===== src/sv/ftsc_pkg.sv =====
package ftsc_pkg;

  // Event codes on the input channel
  typedef enum logic [1:0] {
    OP_TARGET = 2'd0,
    OP_EMPTY  = 2'd1,
    OP_REF    = 2'd2,
    OP_TICK   = 2'd3
  } ftsc_op_t;

  // Configuration register indexes
  localparam logic [2:0] REG_FOLLOW_DISTANCE     = 3'd0;
  localparam logic [2:0] REG_VELOCITY_GAIN       = 3'd1;
  localparam logic [2:0] REG_STEERING_GAIN       = 3'd2;
  localparam logic [2:0] REG_VELOCITY_MAX        = 3'd3;
  localparam logic [2:0] REG_STEERING_MAX        = 3'd4;
  localparam logic [2:0] REG_VELOCITY_RISE_LIMIT = 3'd5;
  localparam logic [2:0] REG_VELOCITY_FALL_LIMIT = 3'd6;
  localparam logic [2:0] REG_STEERING_STEP_LIMIT = 3'd7;

  // Reset values
  localparam logic [14:0] RST_FOLLOW_DISTANCE     = 15'd256;
  localparam logic [15:0] RST_VELOCITY_GAIN       = 16'd1556;
  localparam logic [15:0] RST_STEERING_GAIN       = 16'd3828;
  localparam logic [14:0] RST_VELOCITY_MAX        = 15'd384;
  localparam logic [14:0] RST_STEERING_MAX        = 15'd154;
  localparam logic [14:0] RST_VELOCITY_RISE_LIMIT = 15'd384;
  localparam logic [14:0] RST_VELOCITY_FALL_LIMIT = 15'd256;
  localparam logic [14:0] RST_STEERING_STEP_LIMIT = 15'd26;

  // Fixed search turn, 0.5 rad/s in Q8.8
  localparam logic signed [15:0] SEARCH_TURN = 16'sd128;

  typedef struct packed {
    logic [14:0] follow_distance;
    logic [15:0] velocity_gain;
    logic [15:0] steering_gain;
    logic [14:0] velocity_max;
    logic [14:0] steering_max;
    logic [14:0] velocity_rise_limit;
    logic [14:0] velocity_fall_limit;
    logic [14:0] steering_step_limit;
  } ftsc_cfg_t;

  typedef struct packed {
    logic signed [15:0] velocity;
    logic signed [15:0] steering;
    logic signed [15:0] linear;
  } ftsc_law_t;

endpackage


===== src/sv/ftsc_law.sv =====
module ftsc_law
  import ftsc_pkg::*;
(
  input  ftsc_cfg_t          cfg,
  input  logic signed [15:0] target_x,
  input  logic signed [15:0] target_y,
  input  logic signed [15:0] last_velocity,
  input  logic signed [15:0] last_steering,
  output ftsc_law_t          law
);

  logic signed [16:0] dx;
  logic signed [33:0] prod_v;
  logic signed [33:0] prod_s;
  logic signed [33:0] rnd_v;
  logic signed [33:0] rnd_s;
  logic signed [21:0] vel_raw;
  logic signed [21:0] str_raw;
  logic signed [21:0] vel_lo;
  logic signed [21:0] vel_hi;
  logic signed [21:0] str_lo;
  logic signed [21:0] str_hi;
  logic signed [21:0] vel_slew;
  logic signed [21:0] str_slew;
  logic signed [21:0] vel_max;
  logic signed [21:0] str_max;
  logic signed [21:0] vel_c;
  logic signed [21:0] str_c;
  logic [17:0]        vel_x5;

  // error * gain, Q8.8 * Q4.12 -> Q8.8 with round half up
  assign dx     = $signed({target_x[15], target_x}) - $signed({2'b00, cfg.follow_distance});
  assign prod_v = $signed({{17{dx[16]}}, dx}) * $signed({18'd0, cfg.velocity_gain});
  assign prod_s = $signed({{18{target_y[15]}}, target_y}) * $signed({18'd0, cfg.steering_gain});
  assign rnd_v  = prod_v + 34'sd2048;
  assign rnd_s  = prod_s + 34'sd2048;
  assign vel_raw = rnd_v[33:12];
  assign str_raw = rnd_s[33:12];

  assign vel_lo = $signed({{6{last_velocity[15]}}, last_velocity})
                - $signed({7'd0, cfg.velocity_fall_limit});
  assign vel_hi = $signed({{6{last_velocity[15]}}, last_velocity})
                + $signed({7'd0, cfg.velocity_rise_limit});
  assign str_lo = $signed({{6{last_steering[15]}}, last_steering})
                - $signed({7'd0, cfg.steering_step_limit});
  assign str_hi = $signed({{6{last_steering[15]}}, last_steering})
                + $signed({7'd0, cfg.steering_step_limit});
  assign vel_max = $signed({7'd0, cfg.velocity_max});
  assign str_max = $signed({7'd0, cfg.steering_max});

  always_comb begin
    // slew limit, then range clamp
    priority if (vel_raw > vel_hi) begin
      vel_slew = vel_hi;
    end else if (vel_raw < vel_lo) begin
      vel_slew = vel_lo;
    end else begin
      vel_slew = vel_raw;
    end
    priority if (vel_slew > vel_max) begin
      vel_c = vel_max;
    end else if (vel_slew < 22'sd0) begin
      vel_c = 22'sd0;
    end else begin
      vel_c = vel_slew;
    end

    priority if (str_raw > str_hi) begin
      str_slew = str_hi;
    end else if (str_raw < str_lo) begin
      str_slew = str_lo;
    end else begin
      str_slew = str_raw;
    end
    priority if (str_slew > str_max) begin
      str_c = str_max;
    end else if (str_slew < -str_max) begin
      str_c = -str_max;
    end else begin
      str_c = str_slew;
    end
  end

  // 2.5 * v, round half up; v is in [0, 32767]
  assign vel_x5 = {1'b0, vel_c[14:0], 2'b00} + {3'd0, vel_c[14:0]} + 18'd1;

  always_comb begin
    law.velocity = vel_c[15:0];
    law.steering = str_c[15:0];
    if (vel_x5[17:16] != 2'b00) begin
      law.linear = 16'sh7FFF;
    end else begin
      law.linear = $signed({1'b0, vel_x5[15:1]});
    end
  end

endmodule


===== src/sv/follow_target_speed_steer_control.sv =====
// Person-following speed and steering controller, Q8.8 fixed point. Send
// op 0 with the first and last cluster points of a detected target, op 1 for
// an empty detection, op 2 for a reference point and op 3 as the control
// tick. Only a tick that arrives after a target or reference event produces
// a result transaction: either a proportional velocity/steering command
// (slew-limited per tick, then clamped) or, when no target is seen, the fixed
// search turn with out_searching set. Throughput is one transaction per
// cycle while the result channel is not stalled; an accepted input passes
// through the input register, then the single-pass control law into the
// result register, which raises out_valid.
// Configuration writes take effect on the next cycle and are expected only
// while the block is idle.
module follow_target_speed_steer_control
  import ftsc_pkg::*;
(
  input  logic               clk,
  input  logic               rst_n,
  // configuration
  input  logic               cfg_write_en,
  input  logic [2:0]         cfg_index,
  input  logic [15:0]        cfg_data,
  // input channel
  input  logic               in_valid,
  output logic               in_stall,
  input  logic [1:0]         in_op,
  input  logic signed [15:0] in_first_x,
  input  logic signed [15:0] in_first_y,
  input  logic signed [15:0] in_last_x,
  input  logic signed [15:0] in_last_y,
  // result channel
  output logic               out_valid,
  input  logic               out_stall,
  output logic signed [15:0] out_linear_command,
  output logic signed [15:0] out_turn_command,
  output logic               out_searching
);

  ftsc_cfg_t cfg_r;

  // input register stage; the midpoint is folded in ahead of it
  logic               s1_valid_r;
  ftsc_op_t           s1_op_r;
  logic signed [15:0] s1_mid_x_r;
  logic signed [15:0] s1_mid_y_r;
  logic signed [16:0] sum_x;
  logic signed [16:0] sum_y;

  // controller state
  logic signed [15:0] target_x_r;
  logic signed [15:0] target_y_r;
  logic               target_seen_r;
  logic               data_valid_r;
  logic signed [15:0] last_velocity_r;
  logic signed [15:0] last_steering_r;

  // result register
  logic               out_valid_r;
  logic signed [15:0] out_linear_r;
  logic signed [15:0] out_turn_r;
  logic               out_searching_r;

  logic      out_free;
  logic      s1_adv;
  logic      in_fire;
  logic      emit;
  ftsc_law_t law;

  // ---------------------------------------------------------------------
  // Handshake: the result register frees up when empty or being taken.
  // The input stage moves on whenever the result register is free, even
  // for events that produce no result, so state updates in arrival order.
  // ---------------------------------------------------------------------
  assign out_free = !out_valid_r || !out_stall;
  assign s1_adv   = s1_valid_r && out_free;
  assign in_stall = s1_valid_r && !out_free;
  assign in_fire  = in_valid && !in_stall;
  assign emit     = s1_adv && (s1_op_r == OP_TICK) && data_valid_r;

  // floor((a + b) / 2): drop the low bit of the 17-bit sum
  assign sum_x = $signed({in_first_x[15], in_first_x}) + $signed({in_last_x[15], in_last_x});
  assign sum_y = $signed({in_first_y[15], in_first_y}) + $signed({in_last_y[15], in_last_y});

  // ---------------------------------------------------------------------
  // Configuration registers
  // ---------------------------------------------------------------------
  always_ff @(posedge clk) begin
    if (!rst_n) begin
      cfg_r.follow_distance     <= RST_FOLLOW_DISTANCE;
      cfg_r.velocity_gain       <= RST_VELOCITY_GAIN;
      cfg_r.steering_gain       <= RST_STEERING_GAIN;
      cfg_r.velocity_max        <= RST_VELOCITY_MAX;
      cfg_r.steering_max        <= RST_STEERING_MAX;
      cfg_r.velocity_rise_limit <= RST_VELOCITY_RISE_LIMIT;
      cfg_r.velocity_fall_limit <= RST_VELOCITY_FALL_LIMIT;
      cfg_r.steering_step_limit <= RST_STEERING_STEP_LIMIT;
    end else if (cfg_write_en) begin
      unique case (cfg_index)
        REG_FOLLOW_DISTANCE:     cfg_r.follow_distance     <= cfg_data[14:0];
        REG_VELOCITY_GAIN:       cfg_r.velocity_gain       <= cfg_data;
        REG_STEERING_GAIN:       cfg_r.steering_gain       <= cfg_data;
        REG_VELOCITY_MAX:        cfg_r.velocity_max        <= cfg_data[14:0];
        REG_STEERING_MAX:        cfg_r.steering_max        <= cfg_data[14:0];
        REG_VELOCITY_RISE_LIMIT: cfg_r.velocity_rise_limit <= cfg_data[14:0];
        REG_VELOCITY_FALL_LIMIT: cfg_r.velocity_fall_limit <= cfg_data[14:0];
        REG_STEERING_STEP_LIMIT: cfg_r.steering_step_limit <= cfg_data[14:0];
        default: ;
      endcase
    end
  end

  // ---------------------------------------------------------------------
  // Input register
  // ---------------------------------------------------------------------
  always_ff @(posedge clk) begin
    if (!rst_n) begin
      s1_valid_r <= 1'b0;
    end else if (in_fire) begin
      s1_valid_r <= 1'b1;
    end else if (s1_adv) begin
      s1_valid_r <= 1'b0;
    end
  end

  always_ff @(posedge clk) begin
    if (in_fire) begin
      s1_op_r    <= ftsc_op_t'(in_op);
      s1_mid_x_r <= sum_x[16:1];
      s1_mid_y_r <= sum_y[16:1];
    end
  end

  // ---------------------------------------------------------------------
  // Control law: proportional gain, slew limit, clamp, 2.5x scale
  // ---------------------------------------------------------------------
  ftsc_law u_law (
    .cfg           (cfg_r),
    .target_x      (target_x_r),
    .target_y      (target_y_r),
    .last_velocity (last_velocity_r),
    .last_steering (last_steering_r),
    .law           (law)
  );

  // ---------------------------------------------------------------------
  // Controller state, updated as each transaction leaves the input stage
  // ---------------------------------------------------------------------
  always_ff @(posedge clk) begin
    if (!rst_n) begin
      target_x_r      <= '0;
      target_y_r      <= '0;
      target_seen_r   <= 1'b0;
      data_valid_r    <= 1'b0;
      last_velocity_r <= '0;
      last_steering_r <= '0;
    end else if (s1_adv) begin
      unique case (s1_op_r)
        OP_TARGET: begin
          target_x_r    <= s1_mid_x_r;
          target_y_r    <= s1_mid_y_r;
          target_seen_r <= 1'b1;
          data_valid_r  <= 1'b1;
        end
        OP_EMPTY: begin
          target_seen_r <= 1'b0;
        end
        OP_REF: begin
          data_valid_r <= 1'b1;
        end
        OP_TICK: begin
          // last values move only on a real command, not on a search turn
          if (data_valid_r && target_seen_r) begin
            last_velocity_r <= law.velocity;
            last_steering_r <= law.steering;
          end
        end
        default: ;
      endcase
    end
  end

  // ---------------------------------------------------------------------
  // Result register; holds while stalled
  // ---------------------------------------------------------------------
  always_ff @(posedge clk) begin
    if (!rst_n) begin
      out_valid_r <= 1'b0;
    end else if (emit) begin
      out_valid_r <= 1'b1;
    end else if (!out_stall) begin
      out_valid_r <= 1'b0;
    end
  end

  always_ff @(posedge clk) begin
    if (emit) begin
      if (target_seen_r) begin
        out_linear_r    <= law.linear;
        out_turn_r      <= law.steering;
        out_searching_r <= 1'b0;
      end else begin
        out_linear_r    <= '0;
        out_turn_r      <= SEARCH_TURN;
        out_searching_r <= 1'b1;
      end
    end
  end

  assign out_valid          = out_valid_r;
  assign out_linear_command = out_linear_r;
  assign out_turn_command   = out_turn_r;
  assign out_searching      = out_searching_r;

endmodule


===== config.mk =====
export PLATFORM = sky130hd
export DESIGN_NAME = follow_target_speed_steer_control
export DESIGN_NICKNAME = d
export VERILOG_FILES = /design/src/sv/ftsc_pkg.sv /design/src/sv/ftsc_law.sv /design/src/sv/follow_target_speed_steer_control.sv
export SDC_FILE = /design/constraint.sdc
export NUM_CORES = 2
export LEC_CHECK = 0
export ABC_AREA = 1
export BUFFER_PORTS_ARGS = -buffer_cell sky130_fd_sc_hd__buf_2
export CAP_MARGIN = 20
export CORE_MARGIN = 2
export CORE_UTILIZATION = 50
export CTS_CLUSTER_SIZE = 14
export DETAILED_ROUTE_END_ITERATION = 8
export GPL_TIMING_DRIVEN = 0
export HOLD_SLACK_MARGIN = 0.02
export PLACE_DENSITY = 0.66
export SETUP_SLACK_MARGIN = 0.05
export SKIP_CTS_REPAIR_TIMING = 1
export SYNTH_ARGS = -nofsm -noshare
export SYNTH_HDL_FRONTEND = slang
export SYNTH_SLANG_ARGS = --single-unit

===== constraint.sdc =====
create_clock -name clk -period 30.6 [get_ports clk]
set_clock_uncertainty 0.2 [all_clocks]
set_input_delay 3.06 -clock clk [delete_from_list [all_inputs] [get_ports clk]]
set_output_delay 3.06 -clock clk [all_outputs]
set_load 0.02 [all_outputs]

After elaboration in Yosys (flattened, before gate mapping)

Index checks and enable logic that the tools add are counted.

Bits in registers: 257
Output and inout port bits: 35
Bits of input ports: 90
Word-level logic and storage cells: 99

Multiply operators: 2
Mux-type cells: 15
Equal/unequal tests: 11
$lt $le $gt $ge: 8
$add $sub $neg: 12
Reductions and logical operators: 29

Operator list:

| cell                                                                           | number |
|---|---|
| 22-bit 2-to-1 mux                                                              | 4 |
| 16-bit by 16-bit adder with 17-bit output                                      | 4 |
| 34-bit by 13-bit adder with 34-bit output (second input constant)              | 2 |
| 22-bit less-than comparator                                                    | 3 |
| 16-bit 2-to-1 mux                                                              | 4 |
| 16-bit by 16-bit subtractor with 17-bit output                                 | 3 |
| 22-bit by 16-bit > comparator with 1-bit output                                | 2 |
| 22-bit > comparator                                                            | 2 |
| 17-bit by 17-bit multiplier with 34-bit output                                 | 1 |
| 16-bit by 17-bit multiplier with 33-bit output                                 | 1 |
| 22-bit by 1-bit less-than comparator with 1-bit output (second input constant) | 1 |
| 15-bit negator with 22-bit output                                              | 1 |
| 2-bit AND reduction                                                            | 11 |
| 17-bit by 15-bit adder with 18-bit output                                      | 1 |
| 18-bit by 1-bit adder with 18-bit output (second input constant)               | 1 |
| 15-bit 2-to-1 mux                                                              | 1 |
| 3-bit equality test (second input constant)                                    | 4 |
| 3-bit by 2-bit equality test with 1-bit output (second input constant)         | 2 |
| 1-bit logical AND                                                              | 6 |
| 2-bit nonzero test                                                             | 3 |
| 1-bit 2-to-1 mux                                                               | 5 |
| 2-bit equality test (second input constant)                                    | 2 |
| 1-bit logical NOT                                                              | 4 |
| 3-bit by 1-bit equality test with 1-bit output (second input constant)         | 1 |
| other kinds (8)                                                                | 8 |

Depth between registers and ports, before layout

Depth in word-level cells: 13
Gate-level depth with buffers: 94
Depth with buffers taken out: 91

By module

Synthesis repeated with hierarchy kept, for this count alone.

Cell total of the unflattened synthesis: 5377
Area total of the unflattened synthesis: 39741.9 um2

Modules (own cells, without submodules):

| module                            | cells an instance | times used | area each (um2) | seq. area each (um2) |
|---|---|---|---|---|
| ftsc_law                          | 3999              | 1          | 28926.5         | 0.0 |
| follow_target_speed_steer_control | 1378              | 1          | 10815.4         | 5815.6 |

Worst setup path after synthesis

OpenSTA, ideal clock, no wires.

Path kind: flip-flop to flip-flop
From: register target_x_r[0]
To: register out_linear_r[10], in the netlist out_linear_command[10], data pin
Period minus slack after synthesis: 13416 ps
Arrival: 12944 ps
Cell stages (with the launch flop): 86
Required time: 30128 ps
Library setup time: 272 ps
Path slack: 17184 ps
Buffers on the path: 4
Cell sequence: dfxtp_1 inv_1 ha_1 fa_1 o21ai_0 a21oi_1 o21ai_0 nand2_1 nand2_1 a21oi_1 or2_2 nand2_1 a21oi_1 or2_2 nand2_1 a21oi_1 inv_1 a21oi_1 (+50 left out) clkinv_1 nand2_1 inv_2 nand2_4 buf_4 o21ai_0 a21oi_1 ha_1 inv_1 o21ai_0 nor2_1 o21ai_2 nand2_2 nand2_1 nand2_4 nand2_4 nor2_8 a21oi_2

RTL lines:

| element                  | RTL line                                 | RTL |
|---|---|---|
| start: declaration       | follow_target_speed_steer_control.sv:49  | `logic signed [15:0] target_x_r;` |
| start signal: assignment | follow_target_speed_steer_control.sv:158 | `target_x_r <= s1_mid_x_r;` |
| end signal: assignment   | follow_target_speed_steer_control.sv:197 | `out_linear_r <= law.linear;` |
| end: declaration         | follow_target_speed_steer_control.sv:58  | `logic signed [15:0] out_linear_r;` |

==> metrics <==
H-tree depth 1; Slew HR 33.0%; Mapped Cells 5,195; Initial Util 50.6%; Via density 5.31; Yosys cell types 68; Area contributors post-synth fa_1 (24%), ha_1 (15%), inv_1 (10%), dfxtp_1 (9.7%), nand2_1 (8.8%); Routed WL per cell 17.6 um; CTS buffer count 29; final setup violating endpoints 0; Worst Setup Path Type flip-flop to flip-flop; drc violations 0; first-pass GRT wire length 182 mm; Synth Area in Compound Gates 11.1%; Yosys reg bits 256; Worst Max-Slew Pin Slew 1.01 ns; routed vias 34.0k; Setup crit end kind flip-flop; WP data arrival 16.16 ns; Max clock buf depth 3; Mapped Nets 6,222; fin util 54.4%; # Max-Cap Violations 0; CP max stage cell a21oi_2; CP max FO 10; average size of a mapped cell 7.56 um^2; most common cell in the netlist inv_1; status complete, no violations; sequential share of the synthesized area 14.7%; Initial DRT Pass Iterations 5; Period Utilization, post-route 52.5%; initial antenna violation count 4; Main synth FF type dfxtp_1; setup_tns 0 ns; Synth area leader fa_1; post-synthesis async set-or-reset flop share 0%; Hold Vio Cnt, Final 0; Core Region 77,600 um^2; EDFF count, synth 66; Clk Latency, worst-skew pair 0.59 ns; area grow syn2layout 7.46%; gr ovfl total 0; Synthesis Warnings 0; RSZ-0062 raised after global routing no; share of the synthesized area in the top cell type 24.0%; hold path startpoint cfg_r[121]; Min-Delay Path Depth 2; r2r endpoint out_linear_command[10]; Die H 284 um; number of global-route vias before repair 33.9k; largest net degree at the start of global routing 35; total track usage 28.2%; Post-Synth XOR/XNOR Area 3.92%; Max Slew Vio Count 0; mapped cell area 39,300 um^2; GPL Wtd Cong 0.954; worst hold margin 0.261 ns; Reg clk slew, reported paths 0.06 ns; Root Driver clkbuf_16; worst reg2reg path depth 83; Final nets 6,376; largest family of logic cells by synthesized area adder cells; dpl cells 6,358; CP dominant cell by count nand2_1; multiplexer share of the synthesized area 0%; CTS tree built; ratio of cells with drive above 1 in the final layout 5.99%; Reg2Reg Launch Point target_x_r[0]; Final ANT Viol Nets 0; DRT iter0 DRCs 2,235; Final HPWL DP 95.3 mm; Die ar. 80,800 um^2; Worst EP required 30.70 ns; Startpoint Class flip-flop; flop2flop setup slack 14.54 ns; adder-cell share of the synthesized area 38.9%; min-delay worst type flip-flop to flip-flop; Rows 102; Layout Cells excl Fill 6,414; post-route minimum period 16.06 ns; CTS sink cnt 256; commonest cells in the synthesized netlist inv_1 (1,091), nand2_1 (924), nor2_1 (480), fa_1 (471), ha_1 (466); Top Ports 125; Hold EP cfg_r[121]; Fmax 62.3 MHz; port bufs 122; Synth Area in Simple Gates 19.0%; Die W 284 um; Post-Route WL 113 mm; CP max stage delay 0.55 ns
==> worst max-delay path: cells and delay by family (launching register included) <==
family | cells | cell delay [ns]
AO/OA/AOI/OAI | 27 | 4.52
XOR/XNOR | 3 | 0.74
AND/OR/NAND/NOR | 25 | 3.15
flip-flops | 1 | 0.30
buffers and inverters | 17 | 2.44
adder cells (fa/ha/maj) | 11 | 4.45
==> area by class of cell <==
cell class / count / area (um^2)
inverters: 1110 / 4170
repair buffers: 123 / 638
plain buffers: 164 / 668
flip-flops and latches: 256 / 5790
clock inverters: 17 / 168
fillers: 7663 / 35400
clock buffers: 37 / 817
multi-input cells: 3665 / 28600
diodes: 2 / 5.00
well taps: 1040 / 1300
==> worst max path at each step <==
stage                  startpoint                      to  slack, ns  depth (start not counted)
floorplan           target_x_r[0]  out_linear_command[10]      17.18                         85
CTS                 target_x_r[0]  out_linear_command[10]      14.71                         83
detailed placement  target_x_r[0]  out_linear_command[10]      14.75                         83
global placement    target_x_r[0]  out_linear_command[10]      14.84                         83
global route        target_x_r[0]  out_linear_command[10]      13.29                         85
finish              target_x_r[0]  out_linear_command[10]      14.54                         83
==> through the flow <==
stage,worst slack [ns],cell area [um^2]
after floorplan,17.18,39300
after CTS,14.71,42200
final,14.54,42200
after global routing,13.29,42200
after detailed placement,14.75,41200
after global placement,14.84,41200
==> sequential cells by signal, summed over array words and instances, names as in the netlist <==
register / count
s1_mid_x_r: 16
out_searching: 1
s1_valid_r: 1
target_seen_r: 1
data_valid_r: 1
last_velocity_r: 16
out_turn_command: 16
cfg_r: 122
s1_op_r: 2
s1_mid_y_r: 16
out_valid: 1
target_y_r: 16
last_steering_r: 16
target_x_r: 16
out_linear_command: 15
==> cell usage in the layout, fill, tap and decap left out, drive strengths merged, types with 8 or more instances in the layout <==
cell,n
a211oi,9
a21o,9
a21oi,351
a221oi,8
a31oi,13
buf,139
clkbuf,185
clkinv,18
dfxtp,190
edfxtp,66
fa,471
ha,466
inv,1106
nand2,963
nand3,191
nand4,43
nor2,492
nor3,31
nor4,11
o211ai,36
o21a,16
o21ai,281
o21bai,18
or2,36
xnor2,46
xor2,129
==> kinds of logic (layout without fill, tap and decap cells) <==
family,after synthesis,after routing
other cells,1,3
buf+inv,1274,1451
compound gates,776,776
fa+ha+maj,937,937
simple gates,1776,1776
xor+xnor,175,175
flops,256,256
==> per-layer routing <==
metal / global-route usage [%] / wire length, um / vias up
met5: 0 / 13 / -
met4: 7.18 / 3030 / 2
met3: 4.90 / 9020 / 175
met2: 47.0 / 51500 / 1122
met1: 38.1 / 49300 / 16200
li1: - / - / 16500
Power is not shown: default switching activity piles up to over one toggle a cycle in this logic, so the estimate is an artifact.
